[src/hdl/abad_pkg.sv]
// Shared constants and control types for the adaptive binary arithmetic decoder.
package abad_pkg;

  localparam int CTX_BITS_DEF    = 8;
  localparam int COUNT_LIMIT_DEF = 268435455;
  localparam int CNT_W           = 28;
  localparam int DEN_W           = 30;
  localparam int PROB_W          = 32;
  localparam int DIV_STEPS       = 32;
  localparam int ST_W            = 4;

  localparam logic REQ_FEED   = 1'b0;
  localparam logic REQ_DECODE = 1'b1;

  typedef struct packed {
    logic feed;
    logic reject;
    logic start;
    logic mul;
    logic mid;
    logic upd;
    logic dload;
    logic dstep;
    logic fin;
    logic clr;
  } cmd_t;

  typedef struct packed {
    logic needed;
    logic out_free;
  } stat_t;

endpackage

[src/hdl/abad_ctrl.sv]
// Sequencer: clearing pass, request dispatch, decode steps and serial division.
module abad_ctrl #(
  parameter int CONTEXT_BITS = abad_pkg::CTX_BITS_DEF
) (
  input  logic                    clk,
  input  logic                    rst,
  input  logic                    in_tvalid,
  output logic                    in_tready,
  input  logic                    in_tuser,
  input  abad_pkg::stat_t         stat,
  output abad_pkg::cmd_t          cmd,
  output logic [CONTEXT_BITS-1:0] clr_addr
);
  import abad_pkg::*;

  localparam logic [ST_W-1:0] ST_CLR   = 4'd0;
  localparam logic [ST_W-1:0] ST_IDLE  = 4'd1;
  localparam logic [ST_W-1:0] ST_MUL   = 4'd2;
  localparam logic [ST_W-1:0] ST_MID   = 4'd3;
  localparam logic [ST_W-1:0] ST_UPD   = 4'd4;
  localparam logic [ST_W-1:0] ST_RD    = 4'd5;
  localparam logic [ST_W-1:0] ST_DLOAD = 4'd6;
  localparam logic [ST_W-1:0] ST_DIV   = 4'd7;
  localparam logic [ST_W-1:0] ST_FIN   = 4'd8;

  logic [ST_W-1:0]         state, state_next;
  logic [4:0]              div_cnt;
  logic [CONTEXT_BITS-1:0] clr_cnt;

  assign clr_addr = clr_cnt;

  always_comb begin
    state_next = state;
    cmd        = '0;
    in_tready  = 1'b0;
    unique case (state)
      ST_CLR: begin
        cmd.clr = 1'b1;
        if (clr_cnt == {CONTEXT_BITS{1'b1}}) state_next = ST_IDLE;
      end
      ST_IDLE: begin
        in_tready = 1'b1;
        if (in_tvalid) begin
          if (in_tuser == REQ_FEED) begin
            cmd.feed   = 1'b1;
            state_next = ST_FIN;
          end else if (stat.needed) begin
            cmd.reject = 1'b1;
            state_next = ST_FIN;
          end else begin
            cmd.start  = 1'b1;
            state_next = ST_MUL;
          end
        end
      end
      ST_MUL: begin
        cmd.mul    = 1'b1;
        state_next = ST_MID;
      end
      ST_MID: begin
        cmd.mid    = 1'b1;
        state_next = ST_UPD;
      end
      ST_UPD: begin
        cmd.upd    = 1'b1;
        state_next = ST_RD;
      end
      ST_RD: state_next = ST_DLOAD;
      ST_DLOAD: begin
        cmd.dload  = 1'b1;
        state_next = ST_DIV;
      end
      ST_DIV: begin
        cmd.dstep = 1'b1;
        if (div_cnt == 5'(DIV_STEPS - 1)) state_next = ST_FIN;
      end
      ST_FIN: begin
        if (stat.out_free) begin
          cmd.fin    = 1'b1;
          state_next = ST_IDLE;
        end
      end
      default: state_next = ST_IDLE;
    endcase
  end

  always_ff @(posedge clk) begin
    if (rst) begin
      state   <= ST_CLR;
      div_cnt <= '0;
      clr_cnt <= '0;
    end else begin
      state <= state_next;
      if (cmd.clr) clr_cnt <= clr_cnt + 1'b1;
      if (cmd.dstep) div_cnt <= div_cnt + 1'b1;
      else div_cnt <= '0;
    end
  end

`ifndef NO_ASSERTIONS
  a_ready_idle: assert property (@(posedge clk) disable iff (rst)
    in_tready |-> state == ST_IDLE) else $error("ready outside idle");
  a_start_mul: assert property (@(posedge clk) disable iff (rst)
    (in_tvalid && in_tready && in_tuser == REQ_DECODE && !stat.needed) |=> state == ST_MUL)
    else $error("decode did not start");
  a_fin_idle: assert property (@(posedge clk) disable iff (rst)
    (state == ST_FIN && stat.out_free) |=> state == ST_IDLE) else $error("result stuck");
`endif

endmodule

[config.mk]
export PLATFORM = sky130hd
export DESIGN_NAME = abad_ctrl
export DESIGN_NICKNAME = d
export VERILOG_FILES = /design/src/hdl/abad_pkg.sv /design/src/hdl/abad_ctrl.sv
export SDC_FILE = /design/constraint.sdc
export NUM_CORES = 1
export LEC_CHECK = 0
export BUFFER_PORTS_ARGS = -buffer_cell sky130_fd_sc_hd__buf_2
export CAP_MARGIN = 10
export CELL_PAD_IN_SITES_DETAIL_PLACEMENT = 1
export CELL_PAD_IN_SITES_GLOBAL_PLACEMENT = 2
export CORE_ASPECT_RATIO = 0.9
export CORE_MARGIN = 2
export CORE_UTILIZATION = 31
export CTS_CLUSTER_DIAMETER = 100
export DETAILED_ROUTE_END_ITERATION = 10
export PLACE_DENSITY_LB_ADDON = 0.1
export RECOVER_POWER = 50
export SYNTH_ARGS = -nofsm -noshare
export SYNTH_HDL_FRONTEND = slang
export SYNTH_SLANG_ARGS = --single-unit
export TNS_END_PERCENT = 5
[constraint.sdc]
create_clock -name clk -period 2.5 [get_ports clk]
set_input_delay 0.25 -clock clk [delete_from_list [all_inputs] [get_ports clk]]
set_output_delay 0.25 -clock clk [all_outputs]
set_load 0.005 [all_outputs]
==> impl_metrics.xml, run 1 <==
<?xml version="1.0" encoding="UTF-8"?>
<metrics>
  <group name="detailed_routing">
    <metric name="drc" unit="">0</metric>
    <metric name="avgViaCountPerCell" unit="">4.77</metric>
    <metric name="dr_total_vias" unit="">792</metric>
    <metric name="detailed_routing_iterations_pass_1" unit="">3</metric>
    <metric name="wl_per_cell" unit="um">11.7</metric>
    <metric name="drt-total-wl" unit="mm">1.94</metric>
    <metric name="drtAntennaViolNets" unit="">0</metric>
    <metric name="drt_first_iter_violations" unit="">14</metric>
  </group>
  <group name="sta">
    <metric name="fmax" unit="GHz">0.521</metric>
    <metric name="final.setup.tns" unit="ns">0</metric>
    <metric name="min_period" unit="ns">1.92</metric>
    <metric name="finalSetupViolCount" unit="">0</metric>
    <metric name="worst-slew-pin-transition" unit="ns">0.616</metric>
    <metric name="slew_headroom" unit="">0.586</metric>
    <metric name="rsz0062_at_grt" unit="">no</metric>
    <metric name="fin_skew" unit="ns">0.0132</metric>
    <metric name="final_max_slew_viol_count" unit="">0</metric>
    <metric name="post-route-period-util" unit="">0.768</metric>
    <metric name="timing.final.hold_violations" unit="">0</metric>
  </group>
  <group name="clock_network">
    <metric name="clk_root_buffer_cell" unit="">sky130_fd_sc_hd__clkbuf_4</metric>
    <metric name="clkTransAtPathRegs" unit="ns">0.09</metric>
    <metric name="cts_hold_repair.buffers" unit="">0</metric>
    <metric name="post_cts_resized" unit="">0</metric>
    <metric name="cts_buffer_depth" unit="">2</metric>
    <metric name="clkSinkCount" unit="">17</metric>
    <metric name="cts_tree" unit="">yes</metric>
    <metric name="numCtsBuffers" unit="">3</metric>
    <metric name="worst_skew_pair.late_latency" unit="ns">0.30</metric>
    <metric name="post_cts_buffers" unit="">0</metric>
    <metric name="htreeDepth" unit="">1</metric>
  </group>
  <group name="flow_run">
    <metric name="drv_cap" unit="">0</metric>
  </group>
  <group name="floorplanning">
    <metric name="num_io_pins" unit="">25</metric>
    <metric name="start_util" unit="">0.321</metric>
    <metric name="floorplan.core_area" unit="um2">2730</metric>
    <metric name="die_area" unit="um2">3270</metric>
    <metric name="rows" unit="">18</metric>
    <metric name="die_w" unit="um">60.0</metric>
    <metric name="die_height" unit="um">54.4</metric>
  </group>
  <group name="hold_path">
    <metric name="timing.hold.worst.start" unit="">stat[0]</metric>
    <metric name="holdCritPathClass" unit="">primary input to register</metric>
  </group>
  <group name="final_layout">
    <metric name="layout_common_cells" unit="">sky130_fd_sc_hd__nor2_1 (19), sky130_fd_sc_hd__dfxtp_1 (17), sky130_fd_sc_hd__buf_2 (16)</metric>
    <metric name="layout.cells.most_common" unit="">sky130_fd_sc_hd__nor2_1</metric>
    <metric name="layout_cells_sized_above_1" unit="">0.183</metric>
    <metric name="final_design_area_no_fill" unit="um2">1040</metric>
    <metric name="design.final.nets" unit="">136</metric>
    <metric name="insertedDiodeCount" unit="">0</metric>
    <metric name="finish.utilization" unit="">0.381</metric>
    <metric name="syn2layout_area_growth" unit="%">18.6</metric>
  </group>
  <group name="logic_synthesis">
    <metric name="post_synth_instance_area" unit="um2">876</metric>
    <metric name="yosys_register_bits" unit="">17</metric>
    <metric name="synth_cell_types" unit="">30</metric>
    <metric name="yosysSeqAreaShare" unit="">0.389</metric>
    <metric name="synthesis.instances" unit="">103</metric>
    <metric name="async_reset_ff_frac" unit="">0</metric>
    <metric name="synth_edf_count" unit="">0</metric>
    <metric name="synth_nets" unit="">112</metric>
    <metric name="yosys_warnings" unit="">0</metric>
    <metric name="syn-mean-instance-area" unit="um2">8.50</metric>
    <metric name="ys.flop_type" unit="">sky130_fd_sc_hd__dfxtp_1</metric>
  </group>
  <group name="setup_path">
    <metric name="crit_path_end_kind" unit="">primary output</metric>
    <metric name="critPathLaunchType" unit="">register</metric>
    <metric name="required" unit="ns">2.25</metric>
    <metric name="worst_setup_path_startpoint" unit="">state[0]</metric>
    <metric name="worst_r2r_startpoint" unit="">div_cnt[0]</metric>
    <metric name="cp_data_arrival_time" unit="ns">1.67</metric>
    <metric name="path_max_fanout" unit="">9</metric>
    <metric name="timing.setup.critical_path_class" unit="">register to primary output</metric>
  </group>
  <group name="power">
    <metric name="power.total" unit="mW">0.458</metric>
    <metric name="leakagePower" unit="nW">0.443</metric>
    <metric name="worst_ir_drop_vdd" unit="mV">0.322</metric>
    <metric name="power.density_cell_area" unit="nW/um2">441</metric>
  </group>
  <group name="run_status">
    <metric name="outcome" unit="">completed</metric>
  </group>
  <group name="global_routing">
    <metric name="vias_in_the_first_global_route" unit="">775</metric>
    <metric name="grt_antenna_before_repair" unit="">0</metric>
    <metric name="grt_first_pass_wirelength" unit="mm">3.42</metric>
    <metric name="groute.usage.overall" unit="">0.141</metric>
    <metric name="grt_overflow_total" unit="">0</metric>
    <metric name="pin_count_of_the_biggest_net_entering_global_routing" unit="">15</metric>
  </group>
  <group name="placed_design">
    <metric name="place_congestion" unit="">0.688</metric>
    <metric name="place_hpwl" unit="mm">1.48</metric>
    <metric name="port_buffers" unit="">24</metric>
    <metric name="placed_cell_area" unit="um2">1020</metric>
  </group>
</metrics>
-- cell usage after synthesis, types with 3 or more instances --
library cell               count  area share
sky130_fd_sc_hd__nor2_1       19       0.081
sky130_fd_sc_hd__nand3_1       5       0.029
sky130_fd_sc_hd__ha_1          3       0.043
sky130_fd_sc_hd__xor2_1        7       0.070
sky130_fd_sc_hd__nor3_1        5       0.029
sky130_fd_sc_hd__nand2_1       8       0.034
sky130_fd_sc_hd__nand2b_1      6       0.043
sky130_fd_sc_hd__dfxtp_1      17        0.39
sky130_fd_sc_hd__nand4_1       3       0.021
-- registers in the layout, indices dropped and copies added, names as in the netlist --
signal    cells
div_cnt       5
state         4
clr_addr      8
-- stage by stage --
stage / hold WS, ns / worst slack, ns / std cells
after floorplan: 0.328 / 0.933 / 103
after global placement: 0.429 / 0.849 / 162
after detailed placement: 0.449 / 0.777 / 162
after CTS: 0.278 / 0.562 / 166
after global routing: 0.278 / 0.432 / 166
final: 0.286 / 0.580 / 166
-- worst paths after layout --
kind | end | slack [ns] | depth (start not counted)
worst max register to register | state[1] | 0.76 | 7
worst min register to register | div_cnt[0] | 0.46 | 1
worst max-delay path | cmd[8] | 0.58 | 4
worst min-delay path | state[3] | 0.29 | 3
-- power by group --
part / internal [mW] / switching [mW]
clock network: 0.0610 / 0.0910
registers: 0.275 / 0.00505
logic: 0.0118 / 0.0143
total: 0.348 / 0.110
-- per-layer routing --
layer | part of all wire | global-route usage
met1 | 0.48 | 0.179
met2 | 0.46 | 0.225
met3 | 0.045 | 0.0473
met4 | 0.0098 | 0.0481
met5 | 0 | 0
-- cell families after synthesis --
logic type | count (synthesis) | synth area share
compound gates | 7 | 0.0600
xor+xnor | 9 | 0.0900
fa+ha+maj | 3 | 0.0429
buf+inv | 7 | 0.0414
flops | 17 | 0.389
mux | 2 | 0.0229
simple gates | 58 | 0.354
-- critical path, cell delays in order, from the launching register on --
cell	delay [ns]
sky130_fd_sc_hd__dfxtp_1	0.53
sky130_fd_sc_hd__nor4b_1	0.45
sky130_fd_sc_hd__nand2_1	0.17
sky130_fd_sc_hd__nor2_1	0.12
sky130_fd_sc_hd__buf_2	0.12
-- area by class of cell --
cell class                 count  area (um2)
fill                         355        1690
multi-input combinational     79         499
sequential                    17         340
timing repair buffer          24         111
tap                           40        50.0
clock buffer                   3        22.5
clock inverter                 1        7.51
inverter                       2        7.51
Note: power is estimated with default switching activity, not from simulation.
==> inputs of run 2 (changes only) <==
--- a/config.mk
+++ b/config.mk
@@ -5,13 +5,14 @@
 export SDC_FILE = /design/constraint.sdc
 export NUM_CORES = 1
 export LEC_CHECK = 0
+export ABC_AREA = 1
 export BUFFER_PORTS_ARGS = -buffer_cell sky130_fd_sc_hd__buf_2
 export CAP_MARGIN = 10
 export CELL_PAD_IN_SITES_DETAIL_PLACEMENT = 1
 export CELL_PAD_IN_SITES_GLOBAL_PLACEMENT = 2
 export CORE_ASPECT_RATIO = 0.9
 export CORE_MARGIN = 2
-export CORE_UTILIZATION = 31
+export CORE_UTILIZATION = 25
 export CTS_CLUSTER_DIAMETER = 100
 export DETAILED_ROUTE_END_ITERATION = 10
 export PLACE_DENSITY_LB_ADDON = 0.1
==> constraint.sdc (replaced) <==
create_clock -name clk -period 1.7 [get_ports clk]
set_input_delay 0.17 -clock clk [delete_from_list [all_inputs] [get_ports clk]]
set_output_delay 0.17 -clock clk [all_outputs]
set_load 0.005 [all_outputs]
==> run 2 against run 1 <==
Utilization shrank 6.3 points. Clock skew shrank 0.0094 ns. Sequential power grew 87%.
==> impl_metrics.xml, run 2 <==
<?xml version="1.0" encoding="UTF-8"?>
<metrics>
  <group name="clock_network">
    <metric name="clkTransAtPathRegs" unit="ns">0.07</metric>
    <metric name="clk_root_buffer_cell" unit="">sky130_fd_sc_hd__clkbuf_8</metric>
    <metric name="numCtsBuffers" unit="">3</metric>
    <metric name="clkSinkCount" unit="">17</metric>
    <metric name="htreeDepth" unit="">1</metric>
    <metric name="post_cts_buffers" unit="">0</metric>
    <metric name="cts_tree" unit="">yes</metric>
    <metric name="cts_hold_repair.buffers" unit="">0</metric>
    <metric name="worst_skew_pair.late_latency" unit="ns">0.25</metric>
    <metric name="cts_buffer_depth" unit="">2</metric>
    <metric name="post_cts_resized" unit="">0</metric>
  </group>
  <group name="placed_design">
    <metric name="place_congestion" unit="">0.787</metric>
    <metric name="placedCellCount" unit="">220</metric>
    <metric name="place_hpwl" unit="mm">2.14</metric>
    <metric name="port_buffers" unit="">24</metric>
  </group>
  <group name="floorplanning">
    <metric name="die_w" unit="um">70.8</metric>
    <metric name="rows" unit="">21</metric>
    <metric name="die_area" unit="um2">4540</metric>
    <metric name="die_height" unit="um">64.1</metric>
    <metric name="num_io_pins" unit="">25</metric>
    <metric name="floorplan.core_area" unit="um2">3780</metric>
    <metric name="start_util" unit="">0.266</metric>
  </group>
  <group name="sta">
    <metric name="post-route-period-util" unit="">0.898</metric>
    <metric name="final.setup.tns" unit="ns">0</metric>
    <metric name="fin_skew" unit="ns">0.00375</metric>
    <metric name="rsz0062_at_grt" unit="">no</metric>
    <metric name="fmax" unit="GHz">0.655</metric>
    <metric name="slew_headroom" unit="">0.772</metric>
    <metric name="timing.final.hold_violations" unit="">0</metric>
    <metric name="finalSetupViolCount" unit="">0</metric>
    <metric name="worst-slew-pin-transition" unit="ns">0.341</metric>
    <metric name="min_period" unit="ns">1.53</metric>
    <metric name="final_max_slew_viol_count" unit="">0</metric>
  </group>
  <group name="global_routing">
    <metric name="grt_overflow_total" unit="">0</metric>
    <metric name="grt_first_pass_wirelength" unit="mm">4.62</metric>
    <metric name="grt_antenna_before_repair" unit="">0</metric>
    <metric name="groute.usage.overall" unit="">0.129</metric>
    <metric name="vias_in_the_first_global_route" unit="">1010</metric>
    <metric name="pin_count_of_the_biggest_net_entering_global_routing" unit="">11</metric>
  </group>
  <group name="detailed_routing">
    <metric name="drtAntennaViolNets" unit="">0</metric>
    <metric name="dr_total_vias" unit="">1005</metric>
    <metric name="avgViaCountPerCell" unit="">4.49</metric>
    <metric name="drc" unit="">0</metric>
    <metric name="detailed_routing_iterations_pass_1" unit="">4</metric>
    <metric name="drt-total-wl" unit="mm">2.63</metric>
    <metric name="drt_first_iter_violations" unit="">33</metric>
    <metric name="wl_per_cell" unit="um">11.7</metric>
  </group>
  <group name="logic_synthesis">
    <metric name="yosys_warnings" unit="">0</metric>
    <metric name="synth.most_common_cell" unit="">sky130_fd_sc_hd__nand2_1</metric>
    <metric name="post_synth_instance_area" unit="um2">1000</metric>
    <metric name="netlist_top_cells_area" unit="">sky130_fd_sc_hd__dfxtp_1 (34%), sky130_fd_sc_hd__nand2_1 (10%), sky130_fd_sc_hd__nor2_1 (9.7%)</metric>
    <metric name="synth_nets" unit="">159</metric>
    <metric name="synth_top_area_share" unit="">0.339</metric>
    <metric name="syn-mean-instance-area" unit="um2">6.70</metric>
    <metric name="yosysSeqAreaShare" unit="">0.339</metric>
    <metric name="synth.cells.most_frequent" unit="">sky130_fd_sc_hd__nand2_1 (27), sky130_fd_sc_hd__nor2_1 (26), sky130_fd_sc_hd__inv_1 (23)</metric>
    <metric name="synth_cell_types" unit="">25</metric>
    <metric name="ys.flop_type" unit="">sky130_fd_sc_hd__dfxtp_1</metric>
    <metric name="yosys_register_bits" unit="">17</metric>
    <metric name="async_reset_ff_frac" unit="">0</metric>
    <metric name="synthesis.instances" unit="">150</metric>
    <metric name="synthDominantAreaCellType" unit="">sky130_fd_sc_hd__dfxtp_1</metric>
    <metric name="synth_edf_count" unit="">0</metric>
  </group>
  <group name="final_layout">
    <metric name="insertedDiodeCount" unit="">0</metric>
    <metric name="final-instance-count-excl-fill" unit="">224</metric>
    <metric name="largest_register_ffs" unit="">8</metric>
    <metric name="layout_cells_sized_above_1" unit="">0.253</metric>
    <metric name="design.final.nets" unit="">188</metric>
    <metric name="syn2layout_area_growth" unit="%">19.7</metric>
    <metric name="layout_common_cells" unit="">sky130_fd_sc_hd__nand2_1 (29), sky130_fd_sc_hd__nor2_1 (28), sky130_fd_sc_hd__inv_1 (23)</metric>
    <metric name="layout.cells.most_common" unit="">sky130_fd_sc_hd__nand2_1</metric>
  </group>
  <group name="flow_run">
    <metric name="drv_cap" unit="">0</metric>
  </group>
  <group name="setup_path">
    <metric name="required" unit="ns">1.53</metric>
    <metric name="cp_data_arrival_time" unit="ns">1.36</metric>
    <metric name="critPathLaunchType" unit="">register</metric>
    <metric name="path_max_fanout" unit="">6</metric>
    <metric name="timing.setup.critical_path_class" unit="">register to primary output</metric>
    <metric name="crit_path_end_kind" unit="">primary output</metric>
  </group>
  <group name="power">
    <metric name="power.total" unit="mW">1.43</metric>
    <metric name="worst_ir_drop_vdd" unit="mV">0.354</metric>
    <metric name="power.density_cell_area" unit="nW/um2">1190</metric>
    <metric name="leakagePower" unit="nW">0.574</metric>
  </group>
  <group name="hold_path">
    <metric name="holdCritPathClass" unit="">primary input to register</metric>
  </group>
  <group name="run_status">
    <metric name="outcome" unit="">completed</metric>
  </group>
</metrics>
## run 2: logic make-up after synthesis
logic type | Yosys count | share of synthesized area
buf+inv | 28 | 0.107
fa+ha+maj | 3 | 0.0374
xor+xnor | 2 | 0.0174
simple gates | 87 | 0.426
compound gates | 13 | 0.0735
flops | 17 | 0.339
## run 2: metal layers
metal / up-vias / track usage / part of all wire
met2: 25 / 0.214 / 0.45
met4: 0 / 0.0401 / 0.012
met1: 460 / 0.159 / 0.48
li1: 516 / - / -
met5: - / 0 / 0
met3: 4 / 0.0426 / 0.063
## run 2: worst max-delay path: stages, from the launching register on
cell and delay [ns]:
sky130_fd_sc_hd__dfxtp_1 0.36, sky130_fd_sc_hd__nor2_2 0.20, sky130_fd_sc_hd__nand2_1 0.25, sky130_fd_sc_hd__inv_4 0.17, sky130_fd_sc_hd__buf_2 0.13
## run 2: worst paths after layout
kind                            startpoint          to  slack [ns]  depth (start not counted)
worst max-delay path              state[3]      cmd[0]        0.17                          4
worst min-delay path                   rst    state[2]        0.16                          2
worst max register to register  div_cnt[0]    state[0]        0.20                         10
worst min register to register  div_cnt[0]  div_cnt[0]        0.46                          1
## run 2: cell type report
| class | count | area (um2) |
|---|---|---|
| inverters | 28 | 108 |
| repair buffers | 24 | 116 |
| well taps | 46 | 57.6 |
| fillers | 504 | 2580 |
| clock buffers | 3 | 41.3 |
| flip-flops and latches | 17 | 343 |
| clock inverters | 1 | 5.00 |
| multi-input cells | 105 | 532 |
## run 2: where the power goes
group          total (mW)  switching [mW]  leakage, nW  internal (mW)
clock network       0.306           0.143       0.0255          0.163
registers           0.524          0.0720        0.139          0.452
logic               0.598           0.380        0.409          0.218
## run 2: per-stage QoR
stage / worst slack [ns] / instance area (um2) / util / hold slack, ns
3_3_place_gp: 0.278 / 1180 / 0.313 / 0.432
5_1_grt: 0.0250 / 1200 / 0.318 / 0.191
4_1_cts: 0.131 / 1230 / 0.325 / 0.178
2_1_floorplan: 0.447 / 1000 / - / 0.239
6_report: 0.173 / 1200 / 0.318 / 0.164
3_5_place_dp: 0.228 / 1180 / 0.313 / 0.452
==> inputs of run 3 (changes only) <==
--- a/config.mk
+++ b/config.mk
@@ -12,7 +12,7 @@
 export CELL_PAD_IN_SITES_GLOBAL_PLACEMENT = 2
 export CORE_ASPECT_RATIO = 0.9
 export CORE_MARGIN = 2
-export CORE_UTILIZATION = 25
+export CORE_UTILIZATION = 27
 export CTS_CLUSTER_DIAMETER = 100
 export DETAILED_ROUTE_END_ITERATION = 10
 export PLACE_DENSITY_LB_ADDON = 0.1
==> constraint.sdc (replaced) <==
create_clock -name clk -period 1.6 [get_ports clk]
set_input_delay 0.16 -clock clk [delete_from_list [all_inputs] [get_ports clk]]
set_output_delay 0.16 -clock clk [all_outputs]
set_load 0.005 [all_outputs]
==> run 3 against run 2 <==
Sequential power up 7.3%. Setup slack worse by 0.0071 ns. Global-route usage about the same. First-iteration DRC count unchanged. Critical endpoint is now state[1]. Flip-flop and latch count unchanged. Sequential share of layout area down 0.25 points. Non-clock buffer count unchanged. Highest routed layer unchanged. Clock power up 3%. Utilization up 1.6 points.
==> impl_metrics.xml, run 3 (same netlist as run 2, synthesis figures left out) <==
<?xml version="1.0" encoding="UTF-8"?>
<metrics>
  <group name="placed_design">
    <metric name="port_buffers" unit="">24</metric>
    <metric name="place_congestion" unit="">0.774</metric>
    <metric name="place_hpwl" unit="mm">2.06</metric>
    <metric name="placedCellCount" unit="">220</metric>
    <metric name="placed_cell_area" unit="um2">1180</metric>
  </group>
  <group name="clock_network">
    <metric name="post_cts_resized" unit="">0</metric>
    <metric name="post_cts_buffers" unit="">0</metric>
    <metric name="clkTransAtPathRegs" unit="ns">0.06</metric>
    <metric name="cts_tree" unit="">yes</metric>
    <metric name="htreeDepth" unit="">1</metric>
    <metric name="numCtsBuffers" unit="">3</metric>
    <metric name="worst_skew_pair.late_latency" unit="ns">0.24</metric>
    <metric name="cts_buffer_depth" unit="">2</metric>
    <metric name="clkSinkCount" unit="">17</metric>
    <metric name="cts_hold_repair.buffers" unit="">0</metric>
    <metric name="clk_root_buffer_cell" unit="">sky130_fd_sc_hd__clkbuf_8</metric>
  </group>
  <group name="power">
    <metric name="worst_ir_drop_vdd" unit="mV">0.608</metric>
    <metric name="leakagePower" unit="nW">0.560</metric>
    <metric name="power.density_cell_area" unit="nW/um2">1270</metric>
    <metric name="switching_power" unit="mW">0.639</metric>
    <metric name="sw_frac" unit="">0.415</metric>
    <metric name="power.sequential.fraction" unit="">0.365</metric>
    <metric name="power.internal" unit="mW">0.902</metric>
    <metric name="power.combinational.fraction" unit="">0.431</metric>
    <metric name="power_frac_clock" unit="">0.204</metric>
  </group>
  <group name="floorplanning">
    <metric name="die_height" unit="um">61.9</metric>
    <metric name="start_util" unit="">0.275</metric>
    <metric name="rows" unit="">21</metric>
    <metric name="die_w" unit="um">68.3</metric>
    <metric name="num_io_pins" unit="">25</metric>
    <metric name="floorplan.core_area" unit="um2">3650</metric>
    <metric name="die_area" unit="um2">4230</metric>
  </group>
  <group name="setup_path">
    <metric name="timing.setup.critical_path_class" unit="">register to register</metric>
    <metric name="cp_data_arrival_time" unit="ns">1.62</metric>
    <metric name="critPathLaunchType" unit="">register</metric>
    <metric name="path_max_fanout" unit="">4</metric>
    <metric name="worst-r2r-setup-slack" unit="ns">0.17</metric>
    <metric name="crit_path_end_kind" unit="">register</metric>
    <metric name="required" unit="ns">1.78</metric>
  </group>
  <group name="detailed_routing">
    <metric name="drt_first_iter_violations" unit="">33</metric>
    <metric name="avgViaCountPerCell" unit="">4.44</metric>
    <metric name="drt-total-wl" unit="mm">2.51</metric>
    <metric name="detailed_routing_iterations_pass_1" unit="">4</metric>
    <metric name="drc" unit="">0</metric>
    <metric name="wl_per_cell" unit="um">11.2</metric>
    <metric name="drtAntennaViolNets" unit="">0</metric>
    <metric name="dr_total_vias" unit="">995</metric>
  </group>
  <group name="flow_run">
    <metric name="drv_cap" unit="">0</metric>
  </group>
  <group name="sta">
    <metric name="rsz0062_at_grt" unit="">no</metric>
    <metric name="fmax" unit="GHz">0.697</metric>
    <metric name="finalSetupViolCount" unit="">0</metric>
    <metric name="fin_skew" unit="ns">0.00106</metric>
    <metric name="final.setup.tns" unit="ns">0</metric>
    <metric name="post-route-period-util" unit="">0.896</metric>
    <metric name="final_max_slew_viol_count" unit="">0</metric>
    <metric name="worst-slew-pin-transition" unit="ns">0.265</metric>
    <metric name="timing.final.hold_violations" unit="">0</metric>
    <metric name="slew_headroom" unit="">0.823</metric>
    <metric name="min_period" unit="ns">1.43</metric>
  </group>
  <group name="final_layout">
    <metric name="design.final.nets" unit="">188</metric>
    <metric name="finish.utilization" unit="">0.333</metric>
    <metric name="layout_cells_sized_above_1" unit="">0.253</metric>
    <metric name="final-instance-count-excl-fill" unit="">224</metric>
    <metric name="syn2layout_area_growth" unit="%">21.2</metric>
    <metric name="largest_register_ffs" unit="">8</metric>
    <metric name="final_design_area_no_fill" unit="um2">1220</metric>
    <metric name="num-fill-cells" unit="">487</metric>
    <metric name="layout_common_cells" unit="">sky130_fd_sc_hd__nand2_1 (28), sky130_fd_sc_hd__nor2_1 (27), sky130_fd_sc_hd__inv_1 (23)</metric>
    <metric name="layout.cells.most_common" unit="">sky130_fd_sc_hd__nand2_1</metric>
    <metric name="insertedDiodeCount" unit="">0</metric>
  </group>
  <group name="hold_path">
    <metric name="holdCritPathClass" unit="">primary input to register</metric>
  </group>
  <group name="run_status">
    <metric name="outcome" unit="">completed</metric>
  </group>
  <group name="global_routing">
    <metric name="grt_antenna_before_repair" unit="">0</metric>
    <metric name="grt_overflow_total" unit="">0</metric>
    <metric name="pin_count_of_the_biggest_net_entering_global_routing" unit="">10</metric>
    <metric name="groute.usage.overall" unit="">0.129</metric>
    <metric name="grt_first_pass_wirelength" unit="mm">4.17</metric>
    <metric name="vias_in_the_first_global_route" unit="">931</metric>
  </group>
</metrics>
-- run 3: worst max-delay path, stage by stage, from the launching register on --
cell	delay, ns
sky130_fd_sc_hd__dfxtp_1	0.39
sky130_fd_sc_hd__ha_1	0.20
sky130_fd_sc_hd__nand2_1	0.12
sky130_fd_sc_hd__nor2_1	0.13
sky130_fd_sc_hd__nand2_1	0.11
sky130_fd_sc_hd__nand2_4	0.09
sky130_fd_sc_hd__nand2_2	0.06
sky130_fd_sc_hd__nor2_4	0.12
sky130_fd_sc_hd__nor2_1	0.06
sky130_fd_sc_hd__nor2_1	0.09
-- run 3: layout make-up --
type | instances | area (um2) | share of cell area
repair buffers | 24 | 111 | 0.0915
inverters | 28 | 108 | 0.0884
well taps | 46 | 57.6 | 0.0473
multi-input cells | 105 | 552 | 0.453
clock buffers | 4 | 45.0 | 0.0370
flip-flops and latches | 17 | 344 | 0.283
-- run 3: worst paths after layout --
kind	startpoint	endpoint	cells past startpoint
setup / recovery	clr_addr[1]	state[1]	9
setup reg to reg	clr_addr[1]	state[1]	9
hold reg to reg	div_cnt[0]	div_cnt[0]	1
hold / removal	rst	state[2]	2
-- run 3: metal layers --
metal,up-vias,track usage,wire length (um)
met5,-,0,0
met2,22,0.207,1150
met3,2,0.0324,135
li1,520,-,-
met4,0,0.0171,13
met1,451,0.181,1210
-- run 3: power by group through the flow --
stage                     sequential [mW]  clock, mW  combinational [mW]
after floorplan                     0.550          0               0.499
after global placement              0.564          0               0.668
after detailed placement            0.567          0               0.680
after CTS                           0.557      0.330               0.683
after global routing                0.572      0.356               0.765
final                               0.562      0.315               0.664
-- run 3: per-stage QoR --
stage	setup slack [ns]	power [mW]	hold slack (ns)
after floorplan	0.347	1.05	0.229
after global placement	0.212	1.23	0.430
after detailed placement	0.167	1.25	0.434
after CTS	0.0752	1.57	0.167
after global routing	0.00324	1.69	0.173
final	0.166	1.54	0.173
